<file path="config.mk">
export PLATFORM = sky130hd
export DESIGN_NAME = websocket_frame_deframer
export DESIGN_NICKNAME = d
export VERILOG_FILES = /design/src/design/wsdfr_pkg.sv /design/src/design/wsdfr_parser.sv /design/src/design/wsdfr_queue.sv /design/src/design/websocket_frame_deframer.sv
export SDC_FILE = /design/constraint.sdc
export NUM_CORES = 1
export LEC_CHECK = 0
export BUFFER_PORTS_ARGS = -buffer_cell sky130_fd_sc_hd__buf_4
export CAP_MARGIN = 20
export CORE_MARGIN = 5
export CORE_UTILIZATION = 55
export DETAILED_ROUTE_END_ITERATION = 16
export PLACE_DENSITY = 0.75
export SYNTH_ARGS = -nofsm -noshare
export SYNTH_HDL_FRONTEND = slang
export SYNTH_SLANG_ARGS = --single-unit
</file>
<file path="constraint.sdc">
create_clock -name clk -period 5.8 [get_ports clk]
set_input_delay 0.29 -clock clk [delete_from_list [all_inputs] [get_ports clk]]
set_output_delay 0.29 -clock clk [all_outputs]
set_load 0.005 [all_outputs]
</file>
<file path="src/design/wsdfr_pkg.sv">
// Shared types and constants for the WebSocket frame deframer.
// No dependencies; compiled first.
package wsdfr_pkg;

    // Widths of the result fields
    localparam int unsigned LEN_W  = 64;
    localparam int unsigned KEY_W  = 32;
    localparam int unsigned BYTE_W = 8;
    localparam int unsigned OPC_W  = 4;

    // Result kinds
    localparam logic KIND_HEADER  = 1'b0;
    localparam logic KIND_PAYLOAD = 1'b1;

    // One result beat as it travels from the parser through the queue
    typedef struct packed {
        logic              kind;
        logic              final_fragment;
        logic [OPC_W-1:0]  opcode;
        logic              is_masked;
        logic [LEN_W-1:0]  frame_length;
        logic [KEY_W-1:0]  mask_word;
        logic [BYTE_W-1:0] payload_byte;
        logic              last;
    } wsdfr_res_t;

endpackage

</file>
<file path="src/design/wsdfr_parser.sv">
// Front part of the deframer: walks the frame header byte by byte and
// unmasks payload bytes. Depends on wsdfr_pkg.
module wsdfr_parser (
    input  logic                   clk,
    input  logic                   rst_n,
    input  logic                   in_valid,
    input  logic [7:0]             rx_byte,
    output logic                   res_valid,
    output wsdfr_pkg::wsdfr_res_t  res
);
    import wsdfr_pkg::*;

    localparam logic [2:0] PH_HDR0    = 3'd0;
    localparam logic [2:0] PH_HDR1    = 3'd1;
    localparam logic [2:0] PH_EXT16   = 3'd2;
    localparam logic [2:0] PH_EXT64   = 3'd3;
    localparam logic [2:0] PH_KEY     = 3'd4;
    localparam logic [2:0] PH_PAYLOAD = 3'd5;

    localparam logic [6:0] LEN_CODE_16 = 7'd126;
    localparam logic [6:0] LEN_CODE_64 = 7'd127;
    localparam logic [2:0] EXT16_LAST  = 3'd1;
    localparam logic [2:0] EXT64_LAST  = 3'd7;
    localparam logic [2:0] KEY_LAST    = 3'd3;

    logic [2:0]        phase_reg,   phase_next;
    logic [2:0]        cnt_reg,     cnt_next;
    logic              fin_reg,     fin_next;
    logic [OPC_W-1:0]  opcode_reg,  opcode_next;
    logic              mask_reg,    mask_next;
    logic [LEN_W-1:0]  len_reg,     len_next;
    logic [KEY_W-1:0]  key_reg,     key_next;
    logic [LEN_W-1:0]  remain_reg,  remain_next;
    logic [1:0]        kidx_reg,    kidx_next;

    logic              emit_hdr;
    logic              emit_pay;
    logic              pay_last;
    logic [7:0]        key_byte;

    // Select the key byte for the current payload position, first byte on top
    always_comb
    begin
        case (kidx_reg)
            2'd0:    key_byte = key_reg[31:24];
            2'd1:    key_byte = key_reg[23:16];
            2'd2:    key_byte = key_reg[15:8];
            default: key_byte = key_reg[7:0];
        endcase
    end

    // Advance the parse state on each accepted beat
    always_comb
    begin
        phase_next  = phase_reg;
        cnt_next    = cnt_reg;
        fin_next    = fin_reg;
        opcode_next = opcode_reg;
        mask_next   = mask_reg;
        len_next    = len_reg;
        key_next    = key_reg;
        remain_next = remain_reg;
        kidx_next   = kidx_reg;
        emit_hdr    = 1'b0;
        emit_pay    = 1'b0;
        pay_last    = 1'b0;

        if (in_valid)
        begin
            case (phase_reg)
                PH_HDR1:
                begin
                    mask_next = rx_byte[7];
                    cnt_next  = 3'd0;
                    len_next  = '0;
                    if (rx_byte[6:0] == LEN_CODE_16)
                    begin
                        phase_next = PH_EXT16;
                    end
                    else if (rx_byte[6:0] == LEN_CODE_64)
                    begin
                        phase_next = PH_EXT64;
                    end
                    else
                    begin
                        len_next = {{(LEN_W-7){1'b0}}, rx_byte[6:0]};
                        if (rx_byte[7])
                            phase_next = PH_KEY;
                        else
                            emit_hdr = 1'b1;
                    end
                end
                PH_EXT16, PH_EXT64:
                begin
                    len_next = {len_reg[LEN_W-9:0], rx_byte};
                    if (cnt_reg >= ((phase_reg == PH_EXT16) ? EXT16_LAST : EXT64_LAST))
                    begin
                        cnt_next = 3'd0;
                        if (mask_reg)
                            phase_next = PH_KEY;
                        else
                            emit_hdr = 1'b1;
                    end
                    else
                    begin
                        cnt_next = cnt_reg + 3'd1;
                    end
                end
                PH_KEY:
                begin
                    key_next = {key_reg[KEY_W-9:0], rx_byte};
                    if (cnt_reg >= KEY_LAST)
                        emit_hdr = 1'b1;
                    else
                        cnt_next = cnt_reg + 3'd1;
                end
                PH_PAYLOAD:
                begin
                    emit_pay    = 1'b1;
                    kidx_next   = kidx_reg + 2'd1;
                    remain_next = remain_reg - {{(LEN_W-1){1'b0}}, 1'b1};
                    pay_last    = (remain_next == '0);
                    if (pay_last)
                        phase_next = PH_HDR0;
                end
                default:
                begin
                    fin_next    = rx_byte[7];
                    opcode_next = rx_byte[OPC_W-1:0];
                    mask_next   = 1'b0;
                    len_next    = '0;
                    key_next    = '0;
                    remain_next = '0;
                    kidx_next   = 2'd0;
                    cnt_next    = 3'd0;
                    phase_next  = PH_HDR1;
                end
            endcase

            // Header complete: arm the payload count or close an empty frame
            if (emit_hdr)
            begin
                remain_next = len_next;
                kidx_next   = 2'd0;
                cnt_next    = 3'd0;
                phase_next  = (len_next == '0) ? PH_HDR0 : PH_PAYLOAD;
            end
        end
    end

    // Build the result beat from the updated frame fields
    always_comb
    begin
        res_valid          = emit_hdr | emit_pay;
        res.kind           = emit_pay ? KIND_PAYLOAD : KIND_HEADER;
        res.final_fragment = fin_next;
        res.opcode         = opcode_next;
        res.is_masked      = mask_next;
        res.frame_length   = len_next;
        res.mask_word      = key_next;
        res.payload_byte   = emit_pay ? (rx_byte ^ key_byte) : 8'd0;
        res.last           = emit_pay ? pay_last : (len_next == '0);
    end

    // Hold the parse state
    always_ff @(posedge clk or negedge rst_n)
    begin
        if (!rst_n)
        begin
            phase_reg  <= PH_HDR0;
            cnt_reg    <= 3'd0;
            fin_reg    <= 1'b0;
            opcode_reg <= '0;
            mask_reg   <= 1'b0;
            len_reg    <= '0;
            key_reg    <= '0;
            remain_reg <= '0;
            kidx_reg   <= 2'd0;
        end
        else
        begin
            phase_reg  <= phase_next;
            cnt_reg    <= cnt_next;
            fin_reg    <= fin_next;
            opcode_reg <= opcode_next;
            mask_reg   <= mask_next;
            len_reg    <= len_next;
            key_reg    <= key_next;
            remain_reg <= remain_next;
            kidx_reg   <= kidx_next;
        end
    end

endmodule

</file>
<file path="src/design/wsdfr_queue.sv">
// Back part of the deframer: a short result queue that presents the oldest
// beat on its outputs. Depends on wsdfr_pkg.
module wsdfr_queue #(
    parameter int unsigned DEPTH = 4
) (
    input  logic                   clk,
    input  logic                   rst_n,
    input  logic                   wr_en,
    input  wsdfr_pkg::wsdfr_res_t  wr_data,
    input  logic                   rd_en,
    output wsdfr_pkg::wsdfr_res_t  rd_data,
    output logic                   full,
    output logic                   empty
);
    import wsdfr_pkg::*;

    localparam int unsigned PTR_W = (DEPTH > 1) ? $clog2(DEPTH) : 1;
    localparam int unsigned CNT_W = $clog2(DEPTH + 1);
    localparam logic [PTR_W-1:0] PTR_LAST = PTR_W'(DEPTH - 1);
    localparam logic [PTR_W-1:0] PTR_ONE  = PTR_W'(1);
    localparam logic [CNT_W-1:0] CNT_FULL = CNT_W'(DEPTH);
    localparam logic [CNT_W-1:0] CNT_ONE  = CNT_W'(1);

    wsdfr_res_t        mem_reg [DEPTH];
    logic [PTR_W-1:0]  wr_ptr_reg, wr_ptr_next;
    logic [PTR_W-1:0]  rd_ptr_reg, rd_ptr_next;
    logic [CNT_W-1:0]  count_reg,  count_next;

    assign full    = (count_reg == CNT_FULL);
    assign empty   = (count_reg == '0);
    assign rd_data = mem_reg[rd_ptr_reg];

    // Advance pointers and occupancy
    always_comb
    begin
        wr_ptr_next = wr_ptr_reg;
        rd_ptr_next = rd_ptr_reg;
        count_next  = count_reg;
        if (wr_en)
            wr_ptr_next = (wr_ptr_reg == PTR_LAST) ? '0 : wr_ptr_reg + PTR_ONE;
        if (rd_en)
            rd_ptr_next = (rd_ptr_reg == PTR_LAST) ? '0 : rd_ptr_reg + PTR_ONE;
        if (wr_en && !rd_en)
            count_next = count_reg + CNT_ONE;
        else if (rd_en && !wr_en)
            count_next = count_reg - CNT_ONE;
    end

    always_ff @(posedge clk or negedge rst_n)
    begin
        if (!rst_n)
        begin
            wr_ptr_reg <= '0;
            rd_ptr_reg <= '0;
            count_reg  <= '0;
        end
        else
        begin
            wr_ptr_reg <= wr_ptr_next;
            rd_ptr_reg <= rd_ptr_next;
            count_reg  <= count_next;
        end
    end

    // Store the incoming beat
    always_ff @(posedge clk)
    begin
        if (wr_en)
            mem_reg[wr_ptr_reg] <= wr_data;
    end

endmodule

</file>
<file path="src/design/websocket_frame_deframer.sv">
// Top level of the WebSocket frame deframer: header parser in front, result
// queue behind. Depends on wsdfr_pkg, wsdfr_parser and wsdfr_queue.
//
//   channel   handshake          payload
//   input     push / full        rx_byte
//   result    empty / pop        kind, final_fragment, opcode, is_masked,
//                                frame_length, mask_word, payload_byte, last
//
// One byte is taken per cycle while full is low; the parser updates its phase
// and unmasks in the same cycle and writes at most one result into the queue.
// A result shows on the outputs once every older result has been popped.
// full rises only when QUEUE_DEPTH results wait; the parser then stalls.
// rst_n clears the parser to await the first header byte and empties the queue.
module websocket_frame_deframer #(
    parameter int unsigned QUEUE_DEPTH = 4
) (
    input  logic         clk,
    input  logic         rst_n,
    input  logic         push,
    output logic         full,
    input  logic [7:0]   rx_byte,
    output logic         empty,
    input  logic         pop,
    output logic         kind,
    output logic         final_fragment,
    output logic [3:0]   opcode,
    output logic         is_masked,
    output logic [63:0]  frame_length,
    output logic [31:0]  mask_word,
    output logic [7:0]   payload_byte,
    output logic         last
);
    import wsdfr_pkg::*;

    logic        in_beat;
    logic        out_beat;
    logic        res_valid;
    wsdfr_res_t  res;
    wsdfr_res_t  head;

    // Accept a beat on each side
    assign in_beat  = push & ~full;
    assign out_beat = pop & ~empty;

    wsdfr_parser u_parser (
        .clk       (clk),
        .rst_n     (rst_n),
        .in_valid  (in_beat),
        .rx_byte   (rx_byte),
        .res_valid (res_valid),
        .res       (res)
    );

    wsdfr_queue #(
        .DEPTH (QUEUE_DEPTH)
    ) u_queue (
        .clk     (clk),
        .rst_n   (rst_n),
        .wr_en   (res_valid),
        .wr_data (res),
        .rd_en   (out_beat),
        .rd_data (head),
        .full    (full),
        .empty   (empty)
    );

    // Present the oldest result
    assign kind           = head.kind;
    assign final_fragment = head.final_fragment;
    assign opcode         = head.opcode;
    assign is_masked      = head.is_masked;
    assign frame_length   = head.frame_length;
    assign mask_word      = head.mask_word;
    assign payload_byte   = head.payload_byte;
    assign last           = head.last;

endmodule
</file>
==> report_table.html <==
<table>
<tr><th>Metric</th><th>Value</th></tr>
<tr><th colspan="2">Logic synthesis</th></tr>
<tr><td>Leading register cell type out of synthesis</td><td>edfxtp_1</td></tr>
<tr><td>Gate Count Post-Synth</td><td>1,854</td></tr>
<tr><td>Post-synth cell types</td><td>77</td></tr>
<tr><td>Avg Inst Size Synth</td><td>14.61 µm²</td></tr>
<tr><td>Syn Nets</td><td>1,883</td></tr>
<tr><td>Share of Yosys cell area claimed by the top area cell type</td><td>49.67%</td></tr>
<tr><td>Total standard cell area after synthesis</td><td>27,090 µm²</td></tr>
<tr><td>Ys Warns</td><td>0</td></tr>
<tr><td>Area leader, netlist</td><td>edfxtp_1</td></tr>
<tr><td>Largest cells by area after synthesis</td><td>edfxtp_1 (50%), dfrtp_1 (17%), mux4_2 (9.3%)</td></tr>
<tr><td>Number of flops mapped to enable cells by yosys</td><td>448</td></tr>
<tr><td>Sequential-to-total area share from yosys stat</td><td>66.39%</td></tr>
<tr><td>Count of state elements after synthesis</td><td>629</td></tr>
<tr><td>Fraction of registers with async set or reset after synthesis</td><td>28.78%</td></tr>
<tr><th colspan="2">Outcome</th></tr>
<tr><td>Status</td><td>finished, final reports clean</td></tr>
<tr><th colspan="2">Die</th></tr>
<tr><td>Effective utilization at floorplan</td><td>55.45%</td></tr>
<tr><td>Die area</td><td>53,790 µm²</td></tr>
<tr><td>Number of rows in the core area</td><td>81</td></tr>
<tr><td>Core box area</td><td>48,850 µm²</td></tr>
<tr><td>Die outline height</td><td>231.9 µm</td></tr>
<tr><td>Boundary pin count</td><td>126</td></tr>
<tr><td>Horizontal extent of the die</td><td>231.9 µm</td></tr>
<tr><th colspan="2">Power and ir drop</th></tr>
<tr><td>Clock Power Share</td><td>24.4%</td></tr>
<tr><td>Largest voltage drop on the vdd net</td><td>387.3 µV</td></tr>
<tr><td>Switching power</td><td>6.216 mW</td></tr>
<tr><td>Power per unit of standard cell area</td><td>563.1 nW/µm²</td></tr>
<tr><td>Share of total power consumed by net switching</td><td>35.52%</td></tr>
<tr><td>Power share of the combinational group</td><td>36.7%</td></tr>
<tr><td>Leakage power of the design</td><td>11.13 nW</td></tr>
<tr><td>Power share of the sequential group</td><td>38.9%</td></tr>
<tr><td>Pint</td><td>11.28 mW</td></tr>
<tr><th colspan="2">Layout</th></tr>
<tr><td>Layout overhead on the synthesized area</td><td>14.73%</td></tr>
<tr><td>Layout cell share with drive strength beyond 1</td><td>20.71%</td></tr>
<tr><td>Combined flip-flop and latch cell area</td><td>17,990 µm²</td></tr>
<tr><td>Largest register FFs</td><td>448</td></tr>
<tr><td>Area of combinational cells with multiple inputs</td><td>8598 µm²</td></tr>
<tr><td>Layout filler cell count</td><td>3,422</td></tr>
<tr><td>NumNets Final</td><td>1,996</td></tr>
<tr><td>ANT cells</td><td>0</td></tr>
<tr><th colspan="2">Place</th></tr>
<tr><td>HPWL reported at the end of detailed placement</td><td>47,550 µm</td></tr>
<tr><td>Worst Setup Slack post-DPL</td><td>1480 ps</td></tr>
<tr><td>Final RePlAce weighted congestion</td><td>0.9856</td></tr>
<tr><td>Buffers added on ports</td><td>125</td></tr>
<tr><th colspan="2">CTS</th></tr>
<tr><td>Clock Sink Count</td><td>629</td></tr>
<tr><td>Number of H-tree branching levels</td><td>2</td></tr>
<tr><td>Num CTS Buffers</td><td>60</td></tr>
<tr><td>Worst-case clock buffer depth</td><td>3</td></tr>
<tr><td>CTS tree</td><td>built</td></tr>
<tr><td>Clock latency on the worst-skew pair</td><td>630 ps</td></tr>
<tr><td>Post-CTS setup buffer count</td><td>0</td></tr>
<tr><td>Post-CTS clock slew at the launch and capture registers of the worst setup and hold paths</td><td>70 ps</td></tr>
<tr><td>Clock tree root driver cell</td><td>clkbuf_16</td></tr>
<tr><th colspan="2">STA</th></tr>
<tr><td>Relative slew slack</td><td>19.33%</td></tr>
<tr><td>Final worst path period share</td><td>76.17%</td></tr>
<tr><td>Clk_skew</td><td>16.39 ps</td></tr>
<tr><td>Final Hold Vio Count</td><td>0</td></tr>
<tr><td>Setup tns final</td><td>0 ps</td></tr>
<tr><td>Slew @ Worst Pin</td><td>1197 ps</td></tr>
<tr><td>Shortest period the worst path allows</td><td>4418 ps</td></tr>
<tr><td>Least setup slack across all paths after layout</td><td>1382 ps</td></tr>
<tr><td>Peak Freq</td><td>0.2264 GHz</td></tr>
<tr><td>Setup repair after global routing missed its margin</td><td>no</td></tr>
<tr><td>Max-slew violation count</td><td>0</td></tr>
<tr><td>Final setup violation count</td><td>0</td></tr>
<tr><th colspan="2">Worst setup path</th></tr>
<tr><td>Top fanout value on the critical path</td><td>12</td></tr>
<tr><td>Setup crit start</td><td>u_parser.remain_reg[0]</td></tr>
<tr><td>Critical path data arrival time</td><td>4890 ps</td></tr>
<tr><td>Critical path required time</td><td>6270 ps</td></tr>
<tr><td>Worst R2R End</td><td>u_queue.mem_reg[1][0]</td></tr>
<tr><td>CP Class</td><td>register to register</td></tr>
<tr><td>Worst reg2reg path startpoint</td><td>u_parser.remain_reg[0]</td></tr>
<tr><td>Register-to-Register Path Depth</td><td>12</td></tr>
<tr><td>Endpoint kind of the worst setup timing path</td><td>register</td></tr>
<tr><td>Worst setup slack for register-to-register paths</td><td>1380 ps</td></tr>
<tr><td>Critical path startpoint category</td><td>register</td></tr>
<tr><th colspan="2">Routing</th></tr>
<tr><td>Routed vias/inst</td><td>6.847</td></tr>
<tr><td>Detail-routed net length per standard cell</td><td>28.15 µm</td></tr>
<tr><td>Total DRC errors in the routed layout</td><td>0</td></tr>
<tr><td>Final routed wirelength across all metal layers</td><td>75,500 µm</td></tr>
<tr><td>First-iteration detailed-routing DRC count</td><td>2,542</td></tr>
<tr><td>Post-DRT Antenna Nets</td><td>0</td></tr>
<tr><td>First-pass iteration count of the detailed router</td><td>8</td></tr>
<tr><td>Via total after detailed routing</td><td>18,364</td></tr>
<tr><th colspan="2">Global route</th></tr>
<tr><td>Via count of the first global-routing pass</td><td>18,032</td></tr>
<tr><td>Leftover overflow at the end of global routing</td><td>0</td></tr>
<tr><td>Initial antenna violation count</td><td>0</td></tr>
<tr><td>Pin count of the biggest net entering global routing</td><td>110</td></tr>
<tr><td>GRT Resource Usage Total</td><td>27.97%</td></tr>
<tr><td>First-pass GRT wire length</td><td>114,800 µm</td></tr>
<tr><th colspan="2">Hold path</th></tr>
<tr><td>Hold Crit Start</td><td>rx_byte[1]</td></tr>
<tr><td>Hold/Removal Path Class</td><td>input pin to register</td></tr>
<tr><td>Hold-critical path endpoint</td><td>u_parser.opcode_reg[1]</td></tr>
<tr><td>Cell depth of the worst hold path</td><td>2</td></tr>
<tr><th colspan="2">Flow run</th></tr>
<tr><td>Max-capacitance violation count</td><td>0</td></tr>
</table>
[cell type report]
| class | count | share of cell area, % |
|---|---|---|
| sequential | 629 | 57.89 |
| tap | 664 | 2.673 |
| inverter | 24 | 0.2899 |
| clock inverter | 35 | 1.409 |
| timing repair buffer | 168 | 4.384 |
| clock buffer | 78 | 5.689 |
| multi-input combinational | 1084 | 27.67 |
[per-layer routing]
metal  part of all wire, %  vias up  wire [µm]  global-route usage (%)
li1                      -     7648          -                       -
met1                    39     9345      29650                   40.16
met2                    47     1157      35850                   43.49
met3                   9.7      214       7360                   6.224
met4                   3.5        0       2635                   8.807
met5                     0        -          0                       0
[synth_stat cells, types with 16 or more instances]
cell type / n
a22oi_1: 69
a221oi_1: 19
nor3_1: 54
a21oi_1: 51
buf_1: 26
dfrtp_1: 181
mux4_2: 112
nor2_1: 95
inv_1: 23
nor4_1: 47
ha_1: 16
nand4_1: 20
clkbuf_1: 87
xnor2_1: 24
o21ai_0: 144
edfxtp_1: 448
nand2_1: 138
or4_1: 16
a22o_1: 71
nand3_1: 29
[how the worst max path moves through the flow]
stage	end	slack [ps]	depth (start not counted)
5_1_grt	u_parser.phase_reg[2]	1140	8
3_5_place_dp	u_queue.mem_reg[3][62]	1480	10
2_1_floorplan	u_queue.mem_reg[0][0]	1180	12
6_report	u_queue.mem_reg[1][0]	1380	12
3_3_place_gp	u_parser.phase_reg[2]	1580	12
4_1_cts	u_queue.mem_reg[3][71]	1470	10
[worst max-delay path: stages, from the launching register on]
cell and delay (ps):
dfrtp_1 450, inv_1 110, ha_1 300, nor3b_1 670, nand4_1 170, buf_4 240
nor2_1 520, xnor2_1 210, o2111ai_1 160, or4_1 550, a2111oi_2 550, nand3_1 170
nand2_1 160
[repair_timing]
item / in CTS / in global routing
gates resized for setup: 0 / 0
hold buffers: 1 / 0
hold endpoints to repair: 76 / 0
setup endpoints to repair: 0 / 0
[cells by family (layout without fill, tap and decap cells)]
family,Yosys count,in the layout,synth area share (%)
buffers and inverters,141,305,2.019
adder cells (fa/ha/maj),17,17,0.8130
AO/OA/AOI/OAI,452,452,11.51
AND/OR/NAND/NOR,460,460,8.509
multiplexers,119,119,9.603
XOR/XNOR,36,36,1.164
flip-flops,629,629,66.39
[metrics by stage]
step	power, mW	area, µm²	std cells	util, %	hold WS, ps
2_1_floorplan	10.63	27090	1854	-	-5.591
3_3_place_gp	13.06	28800	2564	58.96	393.7
3_5_place_dp	13.13	28800	2564	58.96	391.2
4_1_cts	17.49	31020	2678	63.50	106.5
5_1_grt	18.33	31080	2682	63.62	120.7
6_report	17.50	31080	2682	63.62	135.4
[power groups by stage]
stage | Clock [mW] | Combinational [mW] | Sequential (mW)
3_5_place_dp | 0 | 6.31 | 6.83
2_1_floorplan | 0 | 4.11 | 6.52
4_1_cts | 4.32 | 6.39 | 6.78
6_report | 4.27 | 6.42 | 6.81
5_1_grt | 4.52 | 6.91 | 6.89
3_3_place_gp | 0 | 6.29 | 6.77
[cells in the final DEF (no fill, tap or decap), drive strengths merged, types with 12 or more instances in the layout]
cell type	n
a21oi	51
a221oi	19
a22o	71
a22oi	69
buf	165
clkbuf	80
clkinv	20
dfrtp	181
edfxtp	448
ha	16
inv	30
mux4	112
nand2	139
nand3	29
nand4	20
nor2	95
nor3	56
nor4	50
o21ai	145
o22ai	12
or3	13
or4	18
xnor2	24
xor2	12
No activity file was read; power rests on OpenSTA's default activity.
